**src/hdl/lsac_pkg.sv**
```systemverilog
`default_nettype none
package lsac_pkg;

	// fixed field and datapath widths
	localparam int SLOPE_W  = 32;
	localparam int POINT_W  = 24;
	localparam int GAIN_W   = 20;
	localparam int GAIN16_W = 16;
	localparam int SPEED_W  = 4;
	localparam int LIMIT_W  = 7;
	localparam int CFG_W    = 20;
	localparam int IDX_W    = 3;
	localparam int TURN_W   = 8;

	// cordic working widths: vector grows by about 1.65 over a 32 bit input
	localparam int CORDIC_W = 36;
	localparam int ANGLE_W  = 25;
	localparam int ATAN_LEN = 24;
	localparam int CNT_W    = $clog2(ATAN_LEN);

	// error and multiply widths
	localparam int ERR_W  = 25;
	localparam int MB_W   = 27;
	localparam int PROD_W = GAIN_W + MB_W + 1;
	localparam int ACC_W  = PROD_W + 2;
	localparam int FRAC_W = 32;
	localparam int WHOLE_W = ACC_W - FRAC_W;

	localparam logic signed [ANGLE_W-1:0] DEG90_Q16 = ANGLE_W'(5898240);
	localparam logic [CORDIC_W-1:0] ONE_Q16 = CORDIC_W'(65536);
	localparam logic [LIMIT_W-1:0] LIMIT_MAX = LIMIT_W'(90);

	// register indexes
	localparam logic [IDX_W-1:0] REG_GAIN_P    = 3'd0;
	localparam logic [IDX_W-1:0] REG_GAIN_I    = 3'd1;
	localparam logic [IDX_W-1:0] REG_GAIN_D    = 3'd2;
	localparam logic [IDX_W-1:0] REG_SPEED     = 3'd3;
	localparam logic [IDX_W-1:0] REG_REF_SLOPE = 3'd4;
	localparam logic [IDX_W-1:0] REG_TURN_LIM  = 3'd5;

	// request kinds
	localparam logic OP_SLOPE = 1'b0;
	localparam logic OP_POINT = 1'b1;

	typedef enum logic [3:0] {
		ST_IDLE,
		ST_DISPATCH,
		ST_REF_RUN,
		ST_ANG_RUN,
		ST_MUL0,
		ST_MUL1,
		ST_MUL2,
		ST_MUL3,
		ST_MUL4,
		ST_ROUND,
		ST_CLAMP
	} state_t;

	// cordic request from the sequencer
	typedef struct packed {
		logic                       start;
		logic signed [CORDIC_W-1:0] x0;
		logic signed [CORDIC_W-1:0] y0;
	} cordic_req_t;

	// arctangent table in q.16 degrees, atan(2^-i)
	function automatic logic [21:0] atan_q16(input logic [CNT_W-1:0] i);
		logic [21:0] v;
		unique case (i)
			5'd0:    v = 22'd2949120;
			5'd1:    v = 22'd1740967;
			5'd2:    v = 22'd919879;
			5'd3:    v = 22'd466945;
			5'd4:    v = 22'd234379;
			5'd5:    v = 22'd117304;
			5'd6:    v = 22'd58666;
			5'd7:    v = 22'd29335;
			5'd8:    v = 22'd14668;
			5'd9:    v = 22'd7334;
			5'd10:   v = 22'd3667;
			5'd11:   v = 22'd1833;
			5'd12:   v = 22'd917;
			5'd13:   v = 22'd458;
			5'd14:   v = 22'd229;
			5'd15:   v = 22'd115;
			5'd16:   v = 22'd57;
			5'd17:   v = 22'd29;
			5'd18:   v = 22'd14;
			5'd19:   v = 22'd7;
			5'd20:   v = 22'd4;
			5'd21:   v = 22'd2;
			5'd22:   v = 22'd1;
			default: v = 22'd0;
		endcase
		return v;
	endfunction

endpackage
`default_nettype wire

```
**src/hdl/lsac_cordic.sv**
```systemverilog
`default_nettype none
module lsac_cordic #(
	parameter int STEPS = 16
) (
	input  wire                                      clk,
	input  wire                                      arst_n,
	input  lsac_pkg::cordic_req_t                    req,
	output logic                                     done,
	output logic signed [lsac_pkg::ANGLE_W-1:0]      angle
);

	localparam int CW = lsac_pkg::CORDIC_W;
	localparam int AW = lsac_pkg::ANGLE_W;
	localparam int NW = lsac_pkg::CNT_W;

	logic signed [CW-1:0] x_q, y_q, xs, ys;
	logic signed [AW-1:0] z_q, step_ang;
	logic [NW-1:0]        cnt_q;
	logic                 busy_q, done_q;

	// one micro-rotation per cycle, floor shifts
	assign xs       = x_q >>> cnt_q;
	assign ys       = y_q >>> cnt_q;
	assign step_ang = AW'(lsac_pkg::atan_q16(cnt_q));

	// iteration control
	always_ff @(posedge clk or negedge arst_n) begin
		if (!arst_n) begin
			busy_q <= 1'b0;
			done_q <= 1'b0;
			cnt_q  <= '0;
		end else begin
			done_q <= 1'b0;
			if (req.start) begin
				cnt_q <= '0;
				if (req.y0 == '0) begin
					done_q <= 1'b1;
				end else begin
					busy_q <= 1'b1;
				end
			end else if (busy_q) begin
				if (cnt_q == NW'(STEPS - 1)) begin
					busy_q <= 1'b0;
					done_q <= 1'b1;
				end else begin
					cnt_q <= cnt_q + 1'b1;
				end
			end
		end
	end

	// vector and angle accumulator
	always_ff @(posedge clk) begin
		if (req.start) begin
			x_q <= req.x0;
			y_q <= req.y0;
			z_q <= '0;
		end else if (busy_q) begin
			if (!y_q[CW-1]) begin
				x_q <= x_q + ys;
				y_q <= y_q - xs;
				z_q <= z_q + step_ang;
			end else begin
				x_q <= x_q - ys;
				y_q <= y_q + xs;
				z_q <= z_q - step_ang;
			end
		end
	end

	// saturate to +/-90 degrees
	always_comb begin
		if (z_q > lsac_pkg::DEG90_Q16) begin
			angle = lsac_pkg::DEG90_Q16;
		end else if (z_q < -lsac_pkg::DEG90_Q16) begin
			angle = -lsac_pkg::DEG90_Q16;
		end else begin
			angle = z_q;
		end
	end

	assign done = done_q;

endmodule
`default_nettype wire

```
**src/hdl/lsac_mult.sv**
```systemverilog
`default_nettype none
module lsac_mult (
	input  wire                                     clk,
	input  wire  [lsac_pkg::GAIN_W-1:0]             a,
	input  wire  signed [lsac_pkg::MB_W-1:0]        b,
	output logic signed [lsac_pkg::PROD_W-1:0]      prod_q
);

	// unsigned gain times signed operand, registered
	always_ff @(posedge clk) begin
		prod_q <= $signed({1'b0, a}) * b;
	end

endmodule
`default_nettype wire

```
**src/hdl/lane_steering_angle_controller.sv**
```systemverilog
`default_nettype none
// channel   dir  handshake            payload
// s_*       in   s_tvalid/s_tready    tuser: operation; tdata: slope, point x, point y
// m_*       out  m_tvalid/m_tready    tdata: turn_angle
// cfg_*     in   cfg_we               cfg_index, cfg_data
//
// a point request runs one arctangent, a slope request two (reference slope, then line
// slope), a zero slope or zero height none; an arctangent whose y is zero ends without
// iterating; the arctangents hold the shared cordic unit, then the shared multiplier runs
// states MUL0 to MUL4, ROUND truncates and CLAMP clamps; s_tready is high only while the
// sequencer is idle; a finished result waits in the output register, the next item is taken
// while it waits; arst_n clears control and previous error and presets the config registers
module lane_steering_angle_controller #(
	parameter int CORDIC_STEPS = 16
) (
	input  wire         clk,
	input  wire         arst_n,
	input  wire         s_tvalid,
	output logic        s_tready,
	input  wire  [79:0] s_tdata,   // line_slope[31:0], point_x[55:32], point_y[79:56]
	input  wire         s_tuser,   // operation
	output logic        m_tvalid,
	input  wire         m_tready,
	output logic [7:0]  m_tdata,   // turn_angle
	input  wire         cfg_we,
	input  wire  [2:0]  cfg_index,
	input  wire  [19:0] cfg_data
);

	localparam int STEPS = (CORDIC_STEPS > lsac_pkg::ATAN_LEN) ? lsac_pkg::ATAN_LEN :
		((CORDIC_STEPS < 1) ? 1 : CORDIC_STEPS);
	localparam int CW = lsac_pkg::CORDIC_W;
	localparam int EW = lsac_pkg::ERR_W;
	localparam int BW = lsac_pkg::MB_W;
	localparam int AC = lsac_pkg::ACC_W;
	localparam int WW = lsac_pkg::WHOLE_W;

	localparam logic signed [CW-1:0] ONE_X = lsac_pkg::ONE_Q16;

	lsac_pkg::state_t state_q, state_d;

	// configuration registers
	logic [lsac_pkg::GAIN_W-1:0]   gain_p_q, ref_slope_q;
	logic [lsac_pkg::GAIN16_W-1:0] gain_i_q, gain_d_q;
	logic [lsac_pkg::SPEED_W-1:0]  speed_q;
	logic [lsac_pkg::LIMIT_W-1:0]  limit_q;

	always_ff @(posedge clk or negedge arst_n) begin
		if (!arst_n) begin
			gain_p_q    <= 20'd78643;
			gain_i_q    <= 16'd131;
			gain_d_q    <= 16'd197;
			speed_q     <= 4'd6;
			ref_slope_q <= 20'd58982;
			limit_q     <= 7'd44;
		end else if (cfg_we) begin
			unique case (cfg_index)
				lsac_pkg::REG_GAIN_P:    gain_p_q    <= cfg_data;
				lsac_pkg::REG_GAIN_I:    gain_i_q    <= cfg_data[15:0];
				lsac_pkg::REG_GAIN_D:    gain_d_q    <= cfg_data[15:0];
				lsac_pkg::REG_SPEED:     speed_q     <= cfg_data[3:0];
				lsac_pkg::REG_REF_SLOPE: ref_slope_q <= cfg_data;
				lsac_pkg::REG_TURN_LIM:  limit_q     <= cfg_data[6:0];
				default: ;
			endcase
		end
	end

	// captured request
	logic                                  op_q;
	logic signed [lsac_pkg::SLOPE_W-1:0]   slope_q;
	logic signed [lsac_pkg::POINT_W-1:0]   px_q, py_q;
	logic                                  accept;

	assign accept = s_tvalid && s_tready;

	always_ff @(posedge clk) begin
		if (accept) begin
			op_q    <= s_tuser;
			slope_q <= s_tdata[31:0];
			px_q    <= s_tdata[55:32];
			py_q    <= s_tdata[79:56];
		end
	end

	// shared arctangent unit
	lsac_pkg::cordic_req_t              creq;
	logic                               cdone;
	logic signed [lsac_pkg::ANGLE_W-1:0] cangle;

	lsac_cordic #(.STEPS(STEPS)) u_cordic (
		.clk    (clk),
		.arst_n (arst_n),
		.req    (creq),
		.done   (cdone),
		.angle  (cangle)
	);

	// shared multiplier
	logic [lsac_pkg::GAIN_W-1:0]          mul_a;
	logic signed [BW-1:0]                 mul_b;
	logic signed [lsac_pkg::PROD_W-1:0]   prod_q;

	lsac_mult u_mult (
		.clk    (clk),
		.a      (mul_a),
		.b      (mul_b),
		.prod_q (prod_q)
	);

	// datapath registers
	logic signed [EW-1:0] r_q, e_q, prev_q, e_new, e_zero_y;
	logic [lsac_pkg::GAIN_W-1:0] gisp_q;
	logic signed [AC-1:0] acc_q, rnd;
	logic signed [WW-1:0] whole_q, lim_s, clamped;
	logic [lsac_pkg::LIMIT_W-1:0] lim;
	logic signed [CW-1:0] py_abs;
	logic                 out_free;

	assign out_free = !m_tvalid || m_tready;
	assign py_abs   = py_q[lsac_pkg::POINT_W-1] ? -CW'(py_q) : CW'(py_q);

	// error from the finished arctangent
	always_comb begin
		if (op_q == lsac_pkg::OP_SLOPE) begin
			e_new = slope_q[lsac_pkg::SLOPE_W-1] ? (-r_q - EW'(cangle)) : (r_q - EW'(cangle));
		end else begin
			e_new = py_q[lsac_pkg::POINT_W-1] ? -EW'(cangle) : EW'(cangle);
		end
	end

	// zero height: straight left, right, or none
	always_comb begin
		if (px_q == '0) begin
			e_zero_y = '0;
		end else if (px_q[lsac_pkg::POINT_W-1]) begin
			e_zero_y = -EW'(lsac_pkg::DEG90_Q16);
		end else begin
			e_zero_y = EW'(lsac_pkg::DEG90_Q16);
		end
	end

	// truncate toward zero to whole degrees, then clamp
	assign rnd     = acc_q + (acc_q[AC-1] ? AC'(33'h0FFFFFFFF) : AC'(0));
	assign lim     = (limit_q > lsac_pkg::LIMIT_MAX) ? lsac_pkg::LIMIT_MAX : limit_q;
	assign lim_s   = WW'(lim);
	always_comb begin
		if (whole_q > lim_s) begin
			clamped = lim_s;
		end else if (whole_q < -lim_s) begin
			clamped = -lim_s;
		end else begin
			clamped = whole_q;
		end
	end

	// sequencer: next state, cordic requests, multiplier operands
	always_comb begin
		state_d    = state_q;
		s_tready   = 1'b0;
		creq.start = 1'b0;
		creq.x0    = ONE_X;
		creq.y0    = CW'(ref_slope_q);
		mul_a      = '0;
		mul_b      = '0;
		unique case (state_q)
			lsac_pkg::ST_IDLE: begin
				s_tready = 1'b1;
				if (accept) state_d = lsac_pkg::ST_DISPATCH;
			end
			lsac_pkg::ST_DISPATCH: begin
				if (op_q == lsac_pkg::OP_SLOPE) begin
					if (slope_q == '0) begin
						state_d = lsac_pkg::ST_MUL0;
					end else begin
						creq.start = 1'b1;
						state_d    = lsac_pkg::ST_REF_RUN;
					end
				end else begin
					creq.x0 = py_abs;
					creq.y0 = CW'(px_q);
					if (py_q == '0) begin
						state_d = lsac_pkg::ST_MUL0;
					end else begin
						creq.start = 1'b1;
						state_d    = lsac_pkg::ST_ANG_RUN;
					end
				end
			end
			lsac_pkg::ST_REF_RUN: begin
				creq.y0 = CW'(slope_q);
				if (cdone) begin
					creq.start = 1'b1;
					state_d    = lsac_pkg::ST_ANG_RUN;
				end
			end
			lsac_pkg::ST_ANG_RUN: begin
				if (cdone) state_d = lsac_pkg::ST_MUL0;
			end
			lsac_pkg::ST_MUL0: begin
				mul_a   = lsac_pkg::GAIN_W'(gain_i_q);
				mul_b   = BW'(speed_q);
				state_d = lsac_pkg::ST_MUL1;
			end
			lsac_pkg::ST_MUL1: begin
				mul_a   = gain_p_q;
				mul_b   = BW'(e_q);
				state_d = lsac_pkg::ST_MUL2;
			end
			lsac_pkg::ST_MUL2: begin
				mul_a   = gisp_q;
				mul_b   = BW'(e_q) + BW'(prev_q);
				state_d = lsac_pkg::ST_MUL3;
			end
			lsac_pkg::ST_MUL3: begin
				mul_a   = lsac_pkg::GAIN_W'(gain_d_q);
				mul_b   = BW'(e_q) - BW'(prev_q);
				state_d = lsac_pkg::ST_MUL4;
			end
			lsac_pkg::ST_MUL4: state_d = lsac_pkg::ST_ROUND;
			lsac_pkg::ST_ROUND: state_d = lsac_pkg::ST_CLAMP;
			lsac_pkg::ST_CLAMP: begin
				if (out_free) state_d = lsac_pkg::ST_IDLE;
			end
			default: state_d = lsac_pkg::ST_IDLE;
		endcase
	end

	// state register
	always_ff @(posedge clk or negedge arst_n) begin
		if (!arst_n) begin
			state_q <= lsac_pkg::ST_IDLE;
		end else begin
			state_q <= state_d;
		end
	end

	// error, product accumulation and whole degrees
	always_ff @(posedge clk) begin
		unique case (state_q)
			lsac_pkg::ST_DISPATCH: begin
				if (op_q == lsac_pkg::OP_SLOPE) begin
					e_q <= prev_q;
				end else begin
					e_q <= e_zero_y;
				end
			end
			lsac_pkg::ST_REF_RUN: begin
				if (cdone) r_q <= EW'(cangle);
			end
			lsac_pkg::ST_ANG_RUN: begin
				if (cdone) e_q <= e_new;
			end
			lsac_pkg::ST_MUL1: gisp_q <= prod_q[lsac_pkg::GAIN_W-1:0];
			lsac_pkg::ST_MUL2: acc_q  <= AC'(prod_q);
			lsac_pkg::ST_MUL3: acc_q  <= acc_q + AC'(prod_q);
			lsac_pkg::ST_MUL4: acc_q  <= acc_q + AC'(prod_q);
			lsac_pkg::ST_ROUND: whole_q <= rnd[AC-1:lsac_pkg::FRAC_W];
			default: ;
		endcase
	end

	// stored previous error
	always_ff @(posedge clk or negedge arst_n) begin
		if (!arst_n) begin
			prev_q <= '0;
		end else if (state_q == lsac_pkg::ST_CLAMP && out_free) begin
			prev_q <= e_q;
		end
	end

	// output register
	logic       m_tvalid_q;
	logic [7:0] m_tdata_q;

	always_ff @(posedge clk or negedge arst_n) begin
		if (!arst_n) begin
			m_tvalid_q <= 1'b0;
		end else if (state_q == lsac_pkg::ST_CLAMP && out_free) begin
			m_tvalid_q <= 1'b1;
		end else if (m_tready) begin
			m_tvalid_q <= 1'b0;
		end
	end

	always_ff @(posedge clk) begin
		if (state_q == lsac_pkg::ST_CLAMP && out_free) begin
			m_tdata_q <= clamped[lsac_pkg::TURN_W-1:0];
		end
	end

	assign m_tvalid = m_tvalid_q;
	assign m_tdata  = m_tdata_q;

endmodule
`default_nettype wire
```
**config.mk**
```make
export PLATFORM = sky130hd
export DESIGN_NAME = lane_steering_angle_controller
export DESIGN_NICKNAME = d
export VERILOG_FILES = /design/src/hdl/lsac_pkg.sv /design/src/hdl/lsac_cordic.sv /design/src/hdl/lsac_mult.sv /design/src/hdl/lane_steering_angle_controller.sv
export SDC_FILE = /design/constraint.sdc
export NUM_CORES = 2
export LEC_CHECK = 0
export ABC_AREA = 1
export BUFFER_PORTS_ARGS = -buffer_cell sky130_fd_sc_hd__buf_2
export CORE_UTILIZATION = 50
export CTS_CLUSTER_DIAMETER = 50
export DETAILED_ROUTE_END_ITERATION = 16
export MAX_ROUTING_LAYER = met4
export PLACE_DENSITY = 0.66
export SLEW_MARGIN = 20
export SYNTH_ARGS = -nofsm -noshare
export SYNTH_HDL_FRONTEND = slang
export SYNTH_SLANG_ARGS = --single-unit
```
**constraint.sdc**
```tcl
create_clock -name clk -period 12.2 [get_ports clk]
set_input_delay 2.44 -clock clk [delete_from_list [all_inputs] [get_ports clk]]
set_output_delay 2.44 -clock clk [all_outputs]
set_load 0.1 [all_outputs]
```
==> results.yml <==
outcome:
  outcome: "completed"
logic_synthesis:
  yosysWarningCount: 0
  synth_edf_count: 299
  synth_ff_type: "edfxtp_1"
  syn_avg_cell_area_sq_um: 7.32
  ys_seq_elements: 492
  syn_nets: 9435
  synth_area_sq_mm: 0.0612
  yosysUniqueCellTypes: 74
  synth_async_sr_flop_share: 0.244
  synth-seq-area-share: 0.220
  syn-instance-count: 8360
sta:
  fin_skew_ns: 0.0579
  slew_violations: 0
  hold_violations: 0
  fin_crit_sh: 0.875
  finalCriticalPeriod_ns: 10.67
  setup_slack_ns: 1.53
  rsz0062_at_grt: "false"
  holdWs_ns: 0.488
  relSlewSlack: 0.255
  setup_viol: 0
  tightest_slew_ns: 1.11
  tns_ns: 0
  max_freq_ghz: 0.0937
clock_network:
  post_cts_buffers: 0
  cts_tree: "yes"
  cts_root_buf: "clkbuf_16"
  numCtsBuffers: 75
  post_cts_resized: 0
  cts_sinks: 492
  clkLatencyLatePin_ns: 0.72
  ctsHoldBuffers: 0
  h-tree-depth: 3
  clockBufferDepth: 3
  clk_pin_slew_worst_paths_ns: 0.05
routing:
  detailroute.via_count: 57000
  drt_iter0_markers: 5102
  drt-total-wl_um: 207000
  vias_per_cell: 5.67
  drc: 0
  detail_route.first_pass.iterations: 8
  wl_per_cell_um: 20.6
  ant_nets: 0
die:
  dieArea_sq_mm: 0.124
  die_height_um: 352
  fp.dieW_um: 352
  core_sq_mm: 0.121
  ios: 119
  rows: 127
  start_util: 0.507
finish:
  syn2layout_area_growth_pct: 7.55
  drive_above_1_share: 0.0577
  final_nets: 9451
  final_util: 0.546
worst_setup_path:
  crit_buf_inv: 13
  worstSetupPathType: "reg -> reg"
  crit_path_top_delay_cell: "fa_1"
  critPathTopFamily: "adder cells"
  ff2ff_path_depth: 48
  cp_slowest_stage_delay_ns: 0.55
  r2r_end: "u_mult.prod_q[46]"
  r2r_setup_slack_ns: 1.53
  crit_path_frequent_cell: "nand2_1"
  path_max_fanout: 16
  cp.required_ns: 12.84
  r2r_start: "state_q[2]"
  end_kind: "register"
  start_kind: "register"
  cp.arrival_ns: 11.31
flow_run:
  cap_viol_max_count: 0
placement:
  pre_cts_slack_ns: 1.60
  routabilityCongestion: 1.01
  post-dp-hpwl_um: 167000
  portBuffers: 118
global_route:
  grt.overflow.total: 0
  antenna_found_initial: 1
  grt_pass1_wl_um: 321000
  grt_use_total: 0.347
  grt_max_degree: 83
  grt_pass1_vias: 55500
hold_path:
  holdPathStages: 2
  min-delay-start: "gain_i_q[3]"
  hp-class: "reg -> reg"
  min_to: "gain_i_q[3]"
[cell families (layout without fill, tap and decap cells)]
| logic type | Yosys count | in the layout | share of synthesized area |
|---|---|---|---|
| AOI/OAI and AO/OA | 1390 | 1390 | 0.127 |
| xor gates and xnor gates | 319 | 319 | 0.0457 |
| adders and majority gates | 968 | 968 | 0.262 |
| buffers and inverters | 1558 | 1637 | 0.0991 |
| DFF | 492 | 492 | 0.220 |
| other | 0 | 2 | 0 |
| and+or+nand+nor | 3633 | 3633 | 0.246 |
[metal layers]
metal	GRT usage	routed length (um)
met1	0.454	89500
met3	0.0419	13300
met2	0.543	94500
met5	-	0
met4	0.149	10200
[placed cells by master (no fill, tap or decap), types with 112 or more instances in the layout]
cell / instances
nand2_1: 2054
inv_1: 1268
nor2_1: 724
nand3_1: 577
a21oi_1: 535
fa_1: 523
o21ai_0: 521
ha_1: 443
edfxtp_1: 299
xor2_1: 207
buf_2: 117
xnor2_1: 112
[stage by stage]
step           cells  cell area (sq um)
6_report       10100              65800
4_1_cts        10100              65800
3_5_place_dp    9911              63200
5_1_grt        10100              65800
2_1_floorplan   8360              61200
3_3_place_gp    9911              63200
[worst reg2reg max path, delay by kind of cell (launching register included)]
kind	cells	cell delay (ns)
buffers and inverters	13	1.54
adders and majority gates	9	4.21
xor gates and xnor gates	2	0.31
AOI/OAI and AO/OA	4	0.89
DFF	1	0.38
and+or+nand+nor	20	3.27
[worst max-delay path by stage]
| stage | slack [ns] | depth (start not counted) | from | end |
|---|---|---|---|---|
| 4_1_cts | 1.59 | 49 | state_q[2] | u_mult.prod_q[46] |
| 2_1_floorplan | 3.19 | 49 | state_q[2] | u_mult.prod_q[46] |
| 6_report | 1.53 | 48 | state_q[2] | u_mult.prod_q[46] |
| 5_1_grt | 0.70 | 40 | state_q[2] | u_mult.prod_q[45] |
| 3_3_place_gp | 1.75 | 48 | state_q[2] | u_mult.prod_q[42] |
| 3_5_place_dp | 1.60 | 49 | state_q[2] | u_mult.prod_q[46] |
[cell type report]
cell class,count,area (sq um)
fillers,11900,54800
clock inverters,54,572
clock buffers,86,1960
flip-flops and latches,492,13500
well taps,1612,2020
repair buffers,188,1130
diodes,2,5.00
multi-input cells,6310,41700
inverters,1309,4920
[Yosys cell counts, drive strengths merged, types with 3 or more instances]
master	number	area, sq um
nand2	2069	7800
inv	1298	4870
nor2	753	2890
nand3	588	2990
o21ai	548	2790
a21oi	537	2690
fa	523	10500
ha	443	5540
edfxtp	299	8980
xor2	207	1810
clkbuf	135	507
buf	114	638
xnor2	112	981
dfrtp	90	2250
dfxtp	73	1460
a31oi	71	444
nand4	67	419
nor3	59	305
nor4	46	288
a21o	39	293
or2	33	206
dfstp	30	788
o21a	29	218
o21bai	25	188
o211ai	24	180
a211oi	17	128
a22o	16	140
o22ai	16	113
a221oi	11	103
clkinv	11	41.3
o31ai	11	82.6
a21boi	10	75.1
o221ai	8	76.3
and3	7	43.8
a32o	5	50.1
nand3b	5	41.3
o2111ai	5	43.8
a31o	4	35.0
nor3b	3	22.5
o311ai	3	26.3
[flip-flops by register name, indices dropped and copies added, names as in the netlist, 18 cells and up]
register and count:
py_q 24, u_cordic.x_q 36, gisp_q 20, acc_q 50, r_q 25, prev_q 25, u_cordic.z_q 25, ref_slope_q 20
px_q 24, gain_p_q 20, e_q 25, slope_q 32, whole_q 18, u_mult.prod_q 48, u_cordic.y_q 36
Power is left out: the tool's default activity adds up to more than one toggle a clock period on the data nets, which glitch-free logic cannot reach.
